--- config.mk ---
export PLATFORM = sky130hd
export DESIGN_NAME = rlad_ctrl
export DESIGN_NICKNAME = d
export VERILOG_FILES = /design/src/rtl/rlad_pkg.sv /design/src/rtl/rlad_ctrl.sv
export SDC_FILE = /design/constraint.sdc
export NUM_CORES = 1
export LEC_CHECK = 0
export ABC_AREA = 1
export CAP_MARGIN = 40
export CORE_MARGIN = 3
export CORE_UTILIZATION = 45
export CTS_CLUSTER_DIAMETER = 100
export DETAILED_ROUTE_END_ITERATION = 16
export DONT_BUFFER_PORTS = 1
export SETUP_SLACK_MARGIN = 0.15
export SLEW_MARGIN = 15
export SYNTH_ARGS = -nofsm -noshare
export SYNTH_HDL_FRONTEND = slang
export SYNTH_SLANG_ARGS = --single-unit
--- constraint.sdc ---
create_clock -name clk_i -period 2 [get_ports clk_i]
set_input_delay 0.4 -clock clk_i [delete_from_list [all_inputs] [get_ports clk_i]]
set_output_delay 0.4 -clock clk_i [all_outputs]
set_load 0.02 [all_outputs]
--- src/rtl/rlad_pkg.sv ---
// Shared types and constants for the record list block.
// Used by rlad_ctrl, rlad_dpath and record_list_append_delete_by_key_core.
package rlad_pkg;

  localparam int unsigned RLAD_DEPTH = 32;

  localparam int unsigned ID_HIGH_W = 64;
  localparam int unsigned ID_LOW_W  = 40;
  localparam int unsigned COURSE_W  = 40;
  localparam int unsigned GRADE_W   = 10;
  localparam int unsigned ABS_W     = 16;

  typedef enum logic [1:0] {
    ACT_APPEND = 2'd0,
    ACT_DELETE = 2'd1,
    ACT_DUMP   = 2'd2
  } action_e;

  typedef enum logic [2:0] {
    ST_APPENDED = 3'd0,
    ST_FULL     = 3'd1,
    ST_REMOVED  = 3'd2,
    ST_NONE     = 3'd3,
    ST_ENTRY    = 3'd4,
    ST_EMPTY    = 3'd5
  } status_e;

  typedef struct packed {
    logic [ID_HIGH_W-1:0] id_high;
    logic [ID_LOW_W-1:0]  id_low;
    logic [COURSE_W-1:0]  course;
    logic [GRADE_W-1:0]   grade;
    logic [ABS_W-1:0]     absences;
  } rec_t;

  // Commands from the controller to the datapath.
  typedef struct packed {
    logic    in_cap;
    logic    mem_rd;
    logic    mem_wr;
    logic    wr_from_in;
    logic    cnt_inc;
    logic    cnt_load;
    logic    out_load;
    status_e out_status;
    logic    out_last;
    logic    out_rec;
  } cmd_t;

  // Status from the datapath to the controller.
  typedef struct packed {
    logic key_match;
    logic out_free;
    logic full;
    logic empty;
  } sts_t;

endpackage

--- src/rtl/rlad_ctrl.sv ---
// Controller of the record list: sequences append, delete compaction and dump.
// Drives the datapath through cmd_t and reads sts_t. Depends on rlad_pkg.
module rlad_ctrl import rlad_pkg::*; #(
  parameter int unsigned DEPTH = RLAD_DEPTH,
  localparam int unsigned AW = (DEPTH > 1) ? $clog2(DEPTH) : 1,
  localparam int unsigned CW = $clog2(DEPTH + 1)
) (
  input  logic          clk_i,
  input  logic          rst_ni,
  input  logic          in_valid_i,
  output logic          in_stall_o,
  input  logic [1:0]    action_i,
  input  sts_t          sts_i,
  input  logic [CW-1:0] count_i,
  output cmd_t          cmd_o,
  output logic [AW-1:0] rd_addr_o,
  output logic [AW-1:0] wr_addr_o,
  output logic [CW-1:0] cnt_val_o
);

  typedef enum logic [2:0] {
    S_IDLE,
    S_APPEND,
    S_DEL,
    S_DEL_DONE,
    S_DUMP_RD,
    S_DUMP_WR,
    S_EMPTY
  } state_e;

  state_e        state_q, state_d;
  logic [CW-1:0] r_q, r_d;
  logic [CW-1:0] w_q, w_d;
  logic          pend_q, pend_d;
  logic [CW-1:0] r_next;
  logic [CW-1:0] w_next;
  logic          issue;

  assign r_next    = r_q + CW'(1);
  assign w_next    = w_q + CW'(1);
  assign issue     = (r_q != count_i);
  assign cnt_val_o = w_q;

  always_comb begin
    cmd_o      = '0;
    rd_addr_o  = '0;
    wr_addr_o  = '0;
    state_d    = state_q;
    r_d        = r_q;
    w_d        = w_q;
    pend_d     = pend_q;
    in_stall_o = (state_q != S_IDLE);
    case (state_q)
      S_IDLE: begin
        if (in_valid_i) begin
          cmd_o.in_cap = 1'b1;
          r_d    = '0;
          w_d    = '0;
          pend_d = 1'b0;
          case (action_i)
            ACT_APPEND: state_d = S_APPEND;
            ACT_DELETE: state_d = S_DEL;
            ACT_DUMP:   state_d = sts_i.empty ? S_EMPTY : S_DUMP_RD;
            default:    state_d = S_IDLE;
          endcase
        end
      end
      S_APPEND: begin
        if (sts_i.out_free) begin
          cmd_o.out_load = 1'b1;
          cmd_o.out_last = 1'b1;
          if (sts_i.full) begin
            cmd_o.out_status = ST_FULL;
          end else begin
            cmd_o.out_status = ST_APPENDED;
            cmd_o.mem_wr     = 1'b1;
            cmd_o.wr_from_in = 1'b1;
            cmd_o.cnt_inc    = 1'b1;
            wr_addr_o        = count_i[AW-1:0];
          end
          state_d = S_IDLE;
        end
      end
      S_DEL: begin
        // Reads run one record ahead of the compare; kept records are
        // written back at the compaction pointer, which never passes the reads.
        if (issue) begin
          cmd_o.mem_rd = 1'b1;
          rd_addr_o    = r_q[AW-1:0];
          r_d          = r_next;
        end
        pend_d = issue;
        if (pend_q && !sts_i.key_match) begin
          cmd_o.mem_wr = 1'b1;
          wr_addr_o    = w_q[AW-1:0];
          w_d          = w_next;
        end
        if (!issue && !pend_q) begin
          state_d = S_DEL_DONE;
        end
      end
      S_DEL_DONE: begin
        if (sts_i.out_free) begin
          cmd_o.cnt_load   = 1'b1;
          cmd_o.out_load   = 1'b1;
          cmd_o.out_last   = 1'b1;
          cmd_o.out_status = (w_q != count_i) ? ST_REMOVED : ST_NONE;
          state_d          = S_IDLE;
        end
      end
      S_DUMP_RD: begin
        cmd_o.mem_rd = 1'b1;
        rd_addr_o    = r_q[AW-1:0];
        state_d      = S_DUMP_WR;
      end
      S_DUMP_WR: begin
        if (sts_i.out_free) begin
          cmd_o.out_load   = 1'b1;
          cmd_o.out_rec    = 1'b1;
          cmd_o.out_status = ST_ENTRY;
          if (r_next == count_i) begin
            cmd_o.out_last = 1'b1;
            state_d        = S_IDLE;
          end else begin
            // Fetch the next record while this one moves to the output.
            cmd_o.mem_rd = 1'b1;
            rd_addr_o    = r_next[AW-1:0];
            r_d          = r_next;
          end
        end
      end
      S_EMPTY: begin
        if (sts_i.out_free) begin
          cmd_o.out_load   = 1'b1;
          cmd_o.out_last   = 1'b1;
          cmd_o.out_status = ST_EMPTY;
          state_d          = S_IDLE;
        end
      end
      default: begin
        state_d = S_IDLE;
      end
    endcase
  end

  always_ff @(posedge clk_i or negedge rst_ni) begin
    if (!rst_ni) begin
      state_q <= S_IDLE;
      r_q     <= '0;
      w_q     <= '0;
      pend_q  <= 1'b0;
    end else begin
      state_q <= state_d;
      r_q     <= r_d;
      w_q     <= w_d;
      pend_q  <= pend_d;
    end
  end

  a_write_behind_read: assert property (@(posedge clk_i) disable iff (!rst_ni)
    (state_q == S_DEL) |-> (w_q <= r_q && r_q <= count_i))
    else $error("compaction pointer passed the read pointer");

  a_load_when_free: assert property (@(posedge clk_i) disable iff (!rst_ni)
    cmd_o.out_load |-> sts_i.out_free)
    else $error("result loaded over a waiting result");

  a_busy_after_accept: assert property (@(posedge clk_i) disable iff (!rst_ni)
    (in_valid_i && !in_stall_o && (action_i == ACT_APPEND ||
     action_i == ACT_DELETE || action_i == ACT_DUMP)) |=> in_stall_o)
    else $error("request taken while another is in progress");

endmodule

### Word-level counts from Yosys, hierarchy flattened

Index checks and enable logic that the tools add are counted.

| storage, ports and cells | value |
|---|---|
| word-level logic and storage cells | 86 |
| register bits after elaboration | 16 |
| output and inout bits | 29 |

| operators by class | value |
|---|---|
| equal/unequal tests | 19 |
| reductions and logical operators | 15 |
| multiplexer cells | 46 |
| add/sub/neg operators | 2 |

Operators by type and width:

| operator | count |
|---|---|
| two-way mux 6 bit | 7 |
| two-way mux 5 bit | 8 |
| two-way mux 3 bit | 7 |
| case mux 5 bit (4 select lines) | 1 |
| case mux 6 bit (3 select lines) | 1 |
| case mux 3 bit (5 select lines) | 1 |
| case mux 5 bit (3 select lines) | 1 |
| != test 2 bit (second input constant) | 7 |
| adder 6 x 1 -> 6 bit (second input constant) | 2 |
| two-way mux 1 bit | 12 |
| != test 6 bit | 2 |
| case mux 6 bit (2 select lines) | 1 |
| case mux 5 bit (2 select lines) | 1 |
| AND reduction 5 bit | 2 |
| == test 3 bit (second input constant) | 3 |
| case mux 3 bit (3 select lines) | 1 |
| == test 3 x 2 -> 1 bit (second input constant) | 2 |
| == test 6 bit | 1 |
| nonzero test 3 bit | 2 |
| two-way mux 2 bit | 2 |
| case mux 1 bit (2 select lines) | 2 |
| == test 3 x 1 -> 1 bit (second input constant) | 1 |
| logical NOT 1 bit | 3 |
| logical NOT 3 bit | 1 |
| 10 further kinds | 11 |

### Depth between registers and ports, before layout

Gate-level depths: netlist of the first run.

| depth | value |
|---|---|
| depth in word-level cells | 5 |
| depth in mapped cells | 13 |

### Least setup slack after synthesis of the first run

No wires, ideal clock.

| path | value |
|---|---|
| path kind | reg-to-output |
| start | register state_q[2] |
| end | output wr_addr_o[0] |
| path slack | -445 ps |
| arrival | 2045 ps |
| required time | 1600 ps |
| cell stages (with the launch flop) | 6 |
| path through | dfrtp_1 > inv_1 > nand2_1 > nor4_1 > inv_1 > o22ai_1 |

| between the ends | value |
|---|---|
| word-level cells in the longest chain between the ends | 2 |

RTL lines:

| item | RTL line | text |
|---|---|---|
| from (decl) | rlad_ctrl.sv:31 | `state_e state_q, state_d;` |
| from (signal assigned) | rlad_ctrl.sv:153 | `state_q <= state_d;` |
| == test 3 x 2 -> 1 bit / == test 3 x 1 -> 1 bit (equally long branches) | rlad_ctrl.sv:53 | `case (state_q)` |
| case mux 5 bit (2 select lines) * | rlad_ctrl.sv:53 |  |
| to (decl) | rlad_ctrl.sv:17 | `output logic [AW-1:0] wr_addr_o,` |

Mark *: on every way between the ends. The rest lies on a longest branch, timed or not.

### Final worst setup path of the first run

| path | value |
|---|---|
| start | register r_q[1] |
| end | output rd_addr_o[2] |

| between the ends | value |
|---|---|
| word-level cells in the longest chain between the ends | 5 |

RTL lines:

| item | RTL line | text |
|---|---|---|
| from (decl) | rlad_ctrl.sv:32 | `logic [CW-1:0] r_q, r_d;` |
| from (signal assigned) | rlad_ctrl.sv:154 | `r_q <= r_d;` |
| adder 6 x 1 -> 6 bit | rlad_ctrl.sv:39 | `assign r_next = r_q + CW'(1);` |
| == test 6 bit | rlad_ctrl.sv:121 | `if (r_next == count_i) begin` |
| two-way mux 5 bit | rlad_ctrl.sv:121 |  |
| two-way mux 5 bit | rlad_ctrl.sv:117 | `if (sts_i.out_free) begin` |
| case mux 5 bit (3 select lines) * | rlad_ctrl.sv:53 |  |
| to (decl) | rlad_ctrl.sv:16 | `output logic [AW-1:0] rd_addr_o,` |

Marks and branches as above.

==> key figures, run 1 <==
Timing
  – Max_slew headroom: 0.4753
  – Post-Route Skew: 0.002811 ns
  – Worst slew pin tran: 0.7844 ns
  – Tcrit/Tclk final: 1.154
  – Highest achievable clock rate: 0.4334 GHz
  – Final WS setup: -0.3071 ns
  – Unrepaired setup endpoints after global routing: true
  – Minimum clock period: 2.307 ns
  – Final hold vios: 0
  – Final setup violation count: 10
  – Slew Viols, Final: 0

Place
  – DP Cell Count: 308
  – Detailed Place HPWL: 3659 um
  – Routability cong.: 0.8557
  – Placed cell areas: 0.001829 mm2
  – # port buffers: 0

Setup path
  – Buffers & Inverters on Critical Path: 2
  – R2R depth: 13
  – CP top delay family: simple AND/OR/NAND/NOR gates
  – Slowest stage delay, CP: 0.44 ns
  – Cell with the largest stage delay on the worst path: dfrtp_1
  – R2R Setup Slk: 0.15 ns
  – Most frequent CP cell: nand2_1
  – CP Launch Type: register
  – CP cell instances: ha_4, inv_2, nand2_1, nand2_1, nor2_1, nand2_1, nor2_4, nand3_4, nand3_4, o21ai_1, buf_4
  – WS Path Type: reg2out
  – Reg2reg end: r_q[2]
  – Worst EP required: 1.60 ns
  – CP arrival: 1.91 ns
  – Peak fanout along the critical path: 6
  – Worst setup EP type: output port
  – FF-to-FF Start: r_q[1]

Cells and area
  – Share of layout cells above drive strength 1: 0.4212
  – Non-Filler Instances: 336
  – Final instance area: 0.002332 mm2
  – Layout area overhead: 47.70%
  – Nets: 310
  – Diode count: 0

Logic synthesis
  – Post-synthesis mux area share: 0
  – Most numerous cell in the Yosys netlist: nand2_1
  – Main combinational cell family by area after synthesis: simple AND/OR/NAND/NOR gates
  – FF+latch count, synth: 16
  – Post-Synth XOR/XNOR Area: 0.03328
  – Mean Syn Cell Area: 6.445 um2
  – YS warnings: 0
  – Post-synth cell types: 37
  – Adder-cell area share of the yosys netlist: 0.01585
  – Post-synth EDFFs: 0
  – Synth Instances: 245
  – Ys async rst share: 1.000
  – Area contributors post-synth: dfrtp_1 25%, nand2_1 17%, inv_1 8.1%
  – Synth Area in Compound Gates: 0.1450
  – Synth top cells by count: 72 x nand2_1, 34 x inv_1, 18 x nand3_1
  – Synthesized area: 0.001579 mm2
  – Syn_nets: 262
  – Top_reg_cell synth: dfrtp_1
  – Post-synthesis simple-gate area fraction: 0.4398
  – Largest area contributor in the netlist: dfrtp_1
  – Sequential fraction of the synthesis area: 0.2536
  – Yosys top cell area share: 0.2536

Drt
  – Top sig layer: met4
  – DR iter-0 viols: 85
  – Metal3 WL: 376 um
  – DR pass1 iterations: 4
  – Met2 routed WL: 2591 um
  – Post-route ant nets: 0
  – Wirelength per Cell: 15.61 um
  – DR DRC count: 0
  – Number of vias per cell: 5.536
  – Routed Wire Length: 5244 um
  – DRT met1 WL: 2153 um
  – Routed vias: 1860

Floorplanning
  – Core area: 0.003203 mm2
  – Die height: 65.24 um
  – FP Rows: 20
  – # IOs: 44
  – Die area: 0.004256 mm2
  – Initial Util: 0.4930
  – Die X: 65.24 um

Pwr
  – Leak Pwr: 0.001064 uW
  – Clock power frac: 0.099
  – Internal power: 1102 uW
  – P_sw: 1155 uW
  – Combinational power share: 0.685
  – PwrDens: 967.8 mW/mm2
  – Sw Share: 0.5117
  – Seq pwr share: 0.215
  – Peak supply drop: 751.8 uV

Global routing
  – Largest net degree at the start of global routing: 17
  – Number of global-route vias before repair: 1700
  – Initial antenna violation count: 0
  – First-pass GRT wire length: 8052 um
  – GRT Util Overall: 0.2386
  – Total grt overflow: 0

Clock tree
  – H-tree levels: 1
  – Clk_lat worst skew: 0.29 ns
  – Clock sinks: 16
  – Clock Tree Root: clkbuf_4
  – Reg clk slew, reported paths: 0.11 ns
  – Num CTS Buffers: 3
  – Clk buf depth: 2
  – CTS tree: yes

Hold path
  – Hold Path Depth: 3
  – Worst hold path class: in2reg
  – Hold endpoint: cnt_val_o[4]
  – Hold Startpoint: in_valid_i

Flow run
  – Max Cap Violations: 0

Run status
  – Status: complete, but fails checks
  – Failing checks: negative setup slack
-- flip-flops by register name, indices dropped and copies added (netlist names) --
| register | cells |
|---|---|
| r_q | 6 |
| state_q | 3 |
| pend_q | 1 |
| cnt_val_o | 6 |
-- stage by stage --
step / power, uW / setup TNS [ns] / util / hold slack (ns) / worst slack [ns]
after floorplan: 1301 / -0.1701 / - / 0.1044 / -0.03837
after global placement: 1545 / 0 / 0.5711 / 0.1053 / 0.02274
after detailed placement: 1564 / -0.1912 / 0.5711 / 0.1054 / -0.04497
after CTS: 2038 / -2.040 / 0.6641 / 0.3478 / -0.2841
after global routing: 2388 / -3.252 / 0.7281 / 0.3051 / -0.4060
final: 2257 / -2.097 / 0.7281 / 0.3070 / -0.3071
-- layer usage --
layer  track usage  vias up
met1        0.3124      885
met4       0.03109        0
li1              -      897
met3       0.04103       12
met2        0.4197       66
met5             0        -
-- worst reg2reg max path, stage by stage, from the launching register on --
cell and delay [ns]:
dfrtp_1 0.44, ha_4 0.29, inv_2 0.03, nand2_1 0.05
nand2_1 0.05, nor2_1 0.08, nand2_1 0.08, nor2_4 0.13
buf_4 0.13, buf_4 0.11, nand4_4 0.14, nand3_4 0.15
nand2_1 0.06, nand2_1 0.06
-- area by class of cell --
| class | count | area, um2 |
|---|---|---|
| multi-input cells | 186 | 1271 |
| inverters | 39 | 156.4 |
| fillers | 261 | 870.8 |
| well taps | 44 | 55.05 |
| repair buffers | 47 | 405.4 |
| flip-flops and latches | 16 | 407.9 |
| clock buffers | 4 | 36.28 |
-- power groups by stage --
stage | clock network (uW) | registers, uW | logic (uW)
after floorplan | 0 | 438 | 863
after global placement | 0 | 472 | 1070
after detailed placement | 0 | 478 | 1090
after CTS | 229 | 481 | 1330
after global routing | 243 | 493 | 1650
final | 224 | 486 | 1550
-- repair_timing --
item / CTS / global route
setup buffers: 12 / 11
endpoints found under the setup margin: 20 / 23
resized for setup: 40 / 33
hold buffers: 1 / 0
hold endpoints to repair: 16 / 0
gates cloned: 0 / 0
pin swaps: 10 / 13
-- placed cells by master, fill, tap and decap left out, drive strengths merged --
cell type | synthesis | layout
nand2 | 82 | 82
buf | 4 | 46
inv | 37 | 36
nand3 | 23 | 23
nor2 | 21 | 21
dfrtp | 16 | 16
o21ai | 13 | 13
a21oi | 11 | 11
nand4 | 8 | 8
xor2 | 5 | 5
o22ai | 5 | 5
nor3 | 5 | 5
clkbuf | 0 | 4
o211ai | 3 | 3
clkinv | 2 | 3
ha | 2 | 2
nor4 | 1 | 1
xnor2 | 1 | 1
a221oi | 1 | 1
or2 | 1 | 1
a21boi | 1 | 1
o31ai | 1 | 1
a211oi | 1 | 1
o311ai | 1 | 1
dlygate4sd3 | 0 | 1
-- kinds of logic after synthesis --
group           after synthesis
simple gates                141
buf+inv                      43
compound gates               37
flops                        16
xor+xnor                      6
fa+ha+maj                     2
-- worst max-delay path by stage --
stage,from,to,slack [ns],depth (start not counted)
global route,r_q[1],cmd_o[1],-0.41,10
floorplan,r_q[1],cmd_o[1],-0.04,9
CTS,r_q[0],cmd_o[1],-0.28,10
finish,r_q[1],rd_addr_o[2],-0.31,11
global placement,count_i[4],rd_addr_o[0],0.02,10
detailed placement,r_q[1],rd_addr_o[2],-0.04,11
No activity file was read; power rests on OpenSTA's default activity.
==> inputs of run 2 (changes only) <==
--- a/config.mk
+++ b/config.mk
@@ -12,6 +12,7 @@
 export CTS_CLUSTER_DIAMETER = 100
 export DETAILED_ROUTE_END_ITERATION = 16
 export DONT_BUFFER_PORTS = 1
+export REMOVE_ABC_BUFFERS = 1
 export SETUP_SLACK_MARGIN = 0.15
 export SLEW_MARGIN = 15
 export SYNTH_ARGS = -nofsm -noshare
==> key figures, run 2 (synthesis gave the netlist of run 1 again) <==
Run status
  – Status: complete, but fails checks
  – Failing checks: negative setup slack

Clock tree
  – Clk_lat worst skew: 0.31 ns (+0.02 ns)
  – Clock Tree Root: clkbuf_4
  – Clock sinks: 16 (unchanged)
  – CTS tree: yes
  – Clk buf depth: 2 (unchanged)
  – H-tree levels: 1 (unchanged)
  – Num CTS Buffers: 3 (unchanged)
  – Reg clk slew, reported paths: 0.13 ns (+0.02 ns)

Setup path
  – Peak fanout along the critical path: 3 (-3)
  – WS Path Type: reg2out
  – CP arrival: 1.98 ns (+0.07 ns)
  – Worst setup EP type: output port
  – Worst EP required: 1.60 ns (about the same)
  – R2R depth: 13 (unchanged)
  – CP endpoint: cmd_o[1]
  – Reg2reg end: r_q[4]
  – CP Launch Type: register
  – R2R Setup Slk: 0.15 ns (about the same)
  – CP Launch Point: r_q[1]
  – FF-to-FF Start: r_q[1]

Drt
  – Routed vias: 1855 (-0.27%)
  – Routed Wire Length: 5694 um (+8.6%)
  – Number of vias per cell: 5.377 (-2.9%)
  – DR DRC count: 0 (unchanged)
  – DR iter-0 viols: 88 (+3.5%)
  – Post-route ant nets: 0 (unchanged)
  – Wirelength per Cell: 16.50 um (+5.7%)
  – DR pass1 iterations: 4 (unchanged)

Cells and area
  – Layout area overhead: 57.69%
  – Fill count: 243 (-6.9%)
  – Final instance area: 0.002490 mm2 (+6.8%)
  – Most common cell after layout, fill and taps aside: nand2_1
  – Diode count: 0 (unchanged)
  – Share of layout cells above drive strength 1: 0.4585 (+0.03724)
  – Nets: 319 (+2.9%)
  – Most frequent cells in the layout: 59 x nand2_1, 38 x buf_4, 24 x inv_1
  – Final design utilization: 0.7773 (+0.04922)

Timing
  – Minimum clock period: 2.379 ns (+0.07238 ns)
  – Final setup violation count: 12 (+2)
  – Highest achievable clock rate: 0.4203 GHz (-3.0%)
  – Max_slew headroom: 0.6850 (+0.2096)
  – Final WS setup: -0.3795 ns (-0.07238 ns)
  – Post-Route Skew: 0.009969 ns (+0.007158 ns)
  – Final hold vios: 0 (unchanged)
  – Slew Viols, Final: 0 (unchanged)
  – Worst slew pin tran: 0.4708 ns (-0.3136 ns)
  – Unrepaired setup endpoints after global routing: true
  – Setup tns final: -2.793 ns (-0.6953 ns)
  – Tcrit/Tclk final: 1.190 (+0.03619)

Pwr
  – Peak supply drop: 725.8 uV (-3.5%)
  – PwrDens: 1007 mW/mm2 (+4.0%)
  – Leak Pwr: 0.001134 uW (+6.7%)

Global routing
  – Total grt overflow: 0 (unchanged)
  – Initial antenna violation count: 0 (unchanged)
  – Largest net degree at the start of global routing: 17 (unchanged)
  – GRT Util Overall: 0.2452 (+0.006670)
  – First-pass GRT wire length: 8038 um (-0.17%)
  – Number of global-route vias before repair: 1739 (+2.3%)

Floorplanning
  – Die X: 65.24 um (unchanged)
  – Die area: 0.004256 mm2 (unchanged)
  – # IOs: 44 (unchanged)
  – Die height: 65.24 um (unchanged)
  – Initial Util: 0.4930 (unchanged)
  – FP Rows: 20 (unchanged)
  – Core area: 0.003203 mm2 (unchanged)

Flow run
  – Max Cap Violations: 0 (unchanged)

Place
  – Placed cell areas: 0.001859 mm2 (+1.6%)
  – Routability cong.: 0.7896 (-7.7%)
  – Detailed Place HPWL: 3509 um (-4.1%)
  – # port buffers: 0 (unchanged)

Hold path
  – Worst hold path class: in2reg
  – Hold Path Depth: 3 (unchanged)
## run 2: layout make-up
| type | count | area, um2 | area share |
|---|---|---|---|
| Clock buffer | 4 | 36.28 | 0.01457 |
| Tap cell | 44 | 55.05 | 0.02211 |
| Sequential cell | 16 | 411.6 | 0.1653 |
| Multi-Input combinational cell | 186 | 1292 | 0.5191 |
| Timing Repair Buffer | 56 | 520.5 | 0.2090 |
| Inverter | 39 | 173.9 | 0.06985 |
## run 2: repair_timing
action,in CTS,in global routing
buffers inserted,13,8
endpoints found under the hold margin,16,0
hold buffers,1,0
setup endpoints to repair,21,29
pin swaps,6,19
resized for setup,42,59
cloned,0,0
## run 2: layer usage
| layer | share of wire | global-route usage | up-vias | wire, um |
|---|---|---|---|---|
| met5 | 0 | 0 | - | 0 |
| met4 | 0.027 | 0.07254 | 0 | 155 |
| met3 | 0.065 | 0.06496 | 14 | 372 |
| met2 | 0.52 | 0.4374 | 67 | 2957 |
| met1 | 0.39 | 0.2853 | 854 | 2209 |
| li1 | - | - | 920 | - |
## run 2: per-stage QoR
| step | total power, uW | setup WS (ns) | instances | hold slack (ns) |
|---|---|---|---|---|
| finish | 2506 | -0.3795 | 345 | 0.3064 |
| global route | 2663 | -0.4508 | 345 | 0.3087 |
| CTS | 2081 | -0.2773 | 336 | 0.3260 |
| detailed placement | 1555 | 0.01294 | 318 | 0.1048 |
| global placement | 1555 | 0.05668 | 318 | 0.1048 |
| floorplan | 1238 | -1.020 | 241 | 0.1044 |
## run 2: how the worst min path moves through the flow
stage | start | endpoint
after floorplan | rst_ni | cnt_val_o[0]
after global placement | rst_ni | r_q[4]
after detailed placement | rst_ni | r_q[4]
after CTS | in_valid_i | cnt_val_o[5]
after global routing | in_valid_i | cnt_val_o[4]
final | in_valid_i | cnt_val_o[5]
## run 2: power breakdown
| part | total [uW] | switching, uW | internal, uW |
|---|---|---|---|
| logic | 1790 | 1060 | 725 |
| clock network | 248 | 137 | 111 |
| registers | 471 | 85.5 | 386 |
| total | 2510 | 1280 | 1220 |
## run 2: worst max-delay path: stages (launching register included)
cell,delay [ns]
dfrtp_1,0.44
ha_4,0.29
inv_2,0.03
nand2_1,0.04
nand2_1,0.05
nor2_1,0.09
nand2_1,0.09
nor2_4,0.12
nand3_4,0.10
o211ai_1,0.22
buf_4,0.18
==> inputs of run 3 (changes only) <==
--- a/config.mk
+++ b/config.mk
@@ -5,8 +5,7 @@
 export SDC_FILE = /design/constraint.sdc
 export NUM_CORES = 1
 export LEC_CHECK = 0
-export ABC_AREA = 1
-export CAP_MARGIN = 40
+export CAP_MARGIN = 30
 export CORE_MARGIN = 3
 export CORE_UTILIZATION = 45
 export CTS_CLUSTER_DIAMETER = 100
==> key figures, run 3 <==
Run status
  – Status: complete, but fails checks
  – Failing checks: negative setup slack

Floorplanning
  – Die area: 0.003955 mm2 (-7.1%)
  – Die height: 62.89 um (-3.6%)
  – FP Rows: 20 (unchanged)
  – Core area: 0.003078 mm2 (-3.9%)
  – Initial Util: 0.4732 (-0.01980)
  – Die X: 62.89 um (-3.6%)
  – # IOs: 44 (unchanged)

Pwr
  – P_sw: 1102 uW (-14%)
  – Leak Pwr: 0.001109 uW (-2.3%)
  – Peak supply drop: 973.3 uV (+34%)
  – Clock power frac: 0.090 (-0.009)
  – PwrDens: 1031 mW/mm2 (+2.4%)
  – Sw Share: 0.4416 (-0.07093)
  – Combinational power share: 0.727 (+0.014)
  – Internal power: 1394 uW (+14%)
  – Total power: 2497 uW (-0.39%)
  – Seq pwr share: 0.183 (-0.005)

Logic synthesis
  – YS warnings: 0 (unchanged)
  – Post-synth EDFFs: 0 (unchanged)
  – Most numerous cell in the Yosys netlist: nand2_1
  – FF+latch count, synth: 16 (unchanged)
  – Top_reg_cell synth: dfrtp_1
  – Area contributors post-synth: dfrtp_1 27%, xnor2_1 6.6%, o21ai_0 6.2%
  – Synth Instances: 181 (-26%)
  – Synth top cells by count: 19 x nand2_1, 18 x o21ai_0, 16 x dfrtp_1
  – Post-synth cell types: 43 (+16%)
  – Largest area contributor in the netlist: dfrtp_1
  – Ys async rst share: 1.000 (unchanged)
  – Mean Syn Cell Area: 8.046 um2 (+25%)
  – Synthesized area: 0.001456 mm2 (-7.8%)
  – Yosys top cell area share: 0.2749 (+0.02135)
  – Sequential fraction of the synthesis area: 0.2749 (+0.02135)

Global routing
  – Initial antenna violation count: 0 (unchanged)
  – First-pass GRT wire length: 8880 um (+10%)
  – Number of global-route vias before repair: 1775 (+2.1%)
  – Total grt overflow: 0 (unchanged)
  – Largest net degree at the start of global routing: 17 (unchanged)
  – GRT Util Overall: 0.2795 (+0.03424)

Cells and area
  – Non-Filler Instances: 286 (-17%)
  – Fill count: 201 (-17%)
  – Nets: 260 (-18%)
  – Share of layout cells above drive strength 1: 0.5289 (+0.07045)
  – Most frequent cells in the layout: 43 x buf_4, 22 x buf_6, 12 x nand2_1, 12 x dfrtp_1
  – Most common cell after layout, fill and taps aside: buf_4
  – Layout area overhead: 66.24%
  – Final design utilization: 0.7866 (+0.009241)
  – Final instance area: 0.002421 mm2 (-2.8%)
  – Diode count: 0 (unchanged)

Setup path
  – CP arrival: 2.47 ns (+0.49 ns)
  – WS Path Type: reg2out
  – Peak fanout along the critical path: 8 (+5)
  – CP cell instances: buf_6, ha_4, xnor2_1, o211ai_1, a211oi_4, a21boi_4, a21oi_1, o21ai_1, buf_4
  – Worst EP required: 1.60 ns (about the same)
  – CP top delay family: compound AO/OA/AOI/OAI gates
  – CP Launch Type: register
  – Buffers & Inverters on Critical Path: 2 (unchanged)
  – Cell with the largest stage delay on the worst path: dfrtp_1
  – Slowest stage delay, CP: 0.42 ns (-0.02 ns)
  – Worst setup EP type: output port

Timing
  – Highest achievable clock rate: 0.3479 GHz (-17%)
  – Final WS setup: -0.8741 ns (-0.4946 ns)
  – Final setup violation count: 23 (+11)
  – Max_slew headroom: 0.4811 (-0.2039)
  – Tcrit/Tclk final: 1.437 (+0.2473)
  – Unrepaired setup endpoints after global routing: true
  – Slew Viols, Final: 0 (unchanged)
  – Post-Route Skew: 0.007932 ns (-0.002037 ns)
  – Final hold vios: 0 (unchanged)
  – Worst slew pin tran: 0.7757 ns (+0.3050 ns)
  – Minimum clock period: 2.874 ns (+0.4946 ns)

Drt
  – DR iter-0 viols: 121 (+38%)
  – Routed Wire Length: 5891 um (+3.5%)
  – DR pass1 iterations: 4 (unchanged)
  – Wirelength per Cell: 20.60 um (+25%)
  – Routed vias: 1716 (-7.5%)
  – Number of vias per cell: 6.000 (+12%)
  – DR DRC count: 0 (unchanged)
  – Post-route ant nets: 0 (unchanged)

Clock tree
  – Clk_lat worst skew: 0.30 ns (about the same)
  – Clock Tree Root: clkbuf_4
  – Reg clk slew, reported paths: 0.09 ns (-0.04 ns)
  – H-tree levels: 1 (unchanged)
  – Num CTS Buffers: 3 (unchanged)
  – Clk buf depth: 2 (unchanged)
  – CTS tree: yes
  – Clock sinks: 16 (unchanged)

Hold path
  – Worst hold path class: in2reg

Place
  – Detailed Place HPWL: 3178 um (-9.4%)
  – # port buffers: 0 (unchanged)
  – Routability cong.: 0.9177 (+16%)
  – Placed cell areas: 0.001770 mm2 (-4.8%)
  – DP Cell Count: 254 (-20%)

Flow run
  – Max Cap Violations: 0 (unchanged)
==> run 3: cell count changes after synthesis, moves of 7 or more <==
cell and change:
nand2_1 -53, inv_1 -31, nand3_1 -15, o21ai_0 +12, a22o_1 +10, xnor2_1 +10, nand2_2 -9, o21ai_1 -7
==> run 3: metrics by stage <==
step	TNS (ns)	worst slack, ns	hold slack, ns
4_1_cts	-6.321	-0.6252	0.3186
2_1_floorplan	-11.21	-1.168	0.1044
3_5_place_dp	-4.126	-0.4357	0.1049
3_3_place_gp	-3.840	-0.4089	0.1048
5_1_grt	-11.79	-0.9373	0.3305
6_report	-9.992	-0.8741	0.3112
==> run 3: worst reg2reg max path, cell delays in order (launching register included) <==
cell and delay [ns]:
dfrtp_1 0.42, buf_6 0.13, ha_4 0.22, xnor2_1 0.20
o211ai_1 0.19, a211oi_4 0.36, a21boi_4 0.15, buf_6 0.14
buf_4 0.12, buf_6 0.12, or2_4 0.25, a32o_1 0.22
==> run 3: repair_timing <==
action,CTS,global route
setup buffers,22,4
hold buffers,1,0
gates cloned,1,0
endpoints found under the hold margin,16,0
pin swaps,26,19
gates resized for setup,67,33
setup endpoints to repair,27,35
==> run 3: final timing paths <==
| path | startpoint | endpoint | slack (ns) | depth (start not counted) |
|---|---|---|---|---|
| setup / recovery | r_q[1] | rd_addr_o[4] | -0.87 | 9 |
| hold / removal | action_i[1] | state_q[1] | 0.31 | 3 |
| setup reg to reg | r_q[1] | r_q[3] | -0.64 | 11 |
| hold reg to reg | pend_q | pend_q | 0.56 | 1 |
| max in group asynchronous | rst_ni | state_q[2] | 0.85 | 1 |
| min in group asynchronous | rst_ni | cnt_val_o[3] | 0.60 | 1 |
==> run 3: kinds of logic after synthesis <==
kind of cell / share of synthesized area
mux: 0.03522
simple gates: 0.2715
xor+xnor: 0.1263
compound gates: 0.2234
buf+inv: 0.05154
flops: 0.2749
fa+ha+maj: 0.01718
==> run 3: routing by layer <==
layer  vias to the layer above  part of all wire  global-route usage
li1                        769                 -                   -
met1                       819              0.39              0.3337
met2                       108              0.49              0.4690
met3                        20             0.088             0.08094
met4                         0             0.029              0.1074
met5                         -                 0                   0
==> run 3: layout make-up <==
type / instances / area (um2) / share of cell area
well taps: 44 / 55.05 / 0.02274
flip-flops and latches: 16 / 405.4 / 0.1674
inverters: 3 / 11.26 / 0.004651
repair buffers: 69 / 630.6 / 0.2605
clock buffers: 4 / 36.28 / 0.01499
multi-input cells: 150 / 1282 / 0.5297
==> run 3: power by group through the flow <==
stage	Combinational, uW	Sequential, uW	Clock (uW)
2_1_floorplan	669	490	0
3_3_place_gp	1150	449	0
3_5_place_dp	1170	453	0
4_1_cts	1570	440	224
5_1_grt	1910	461	247
6_report	1820	457	225
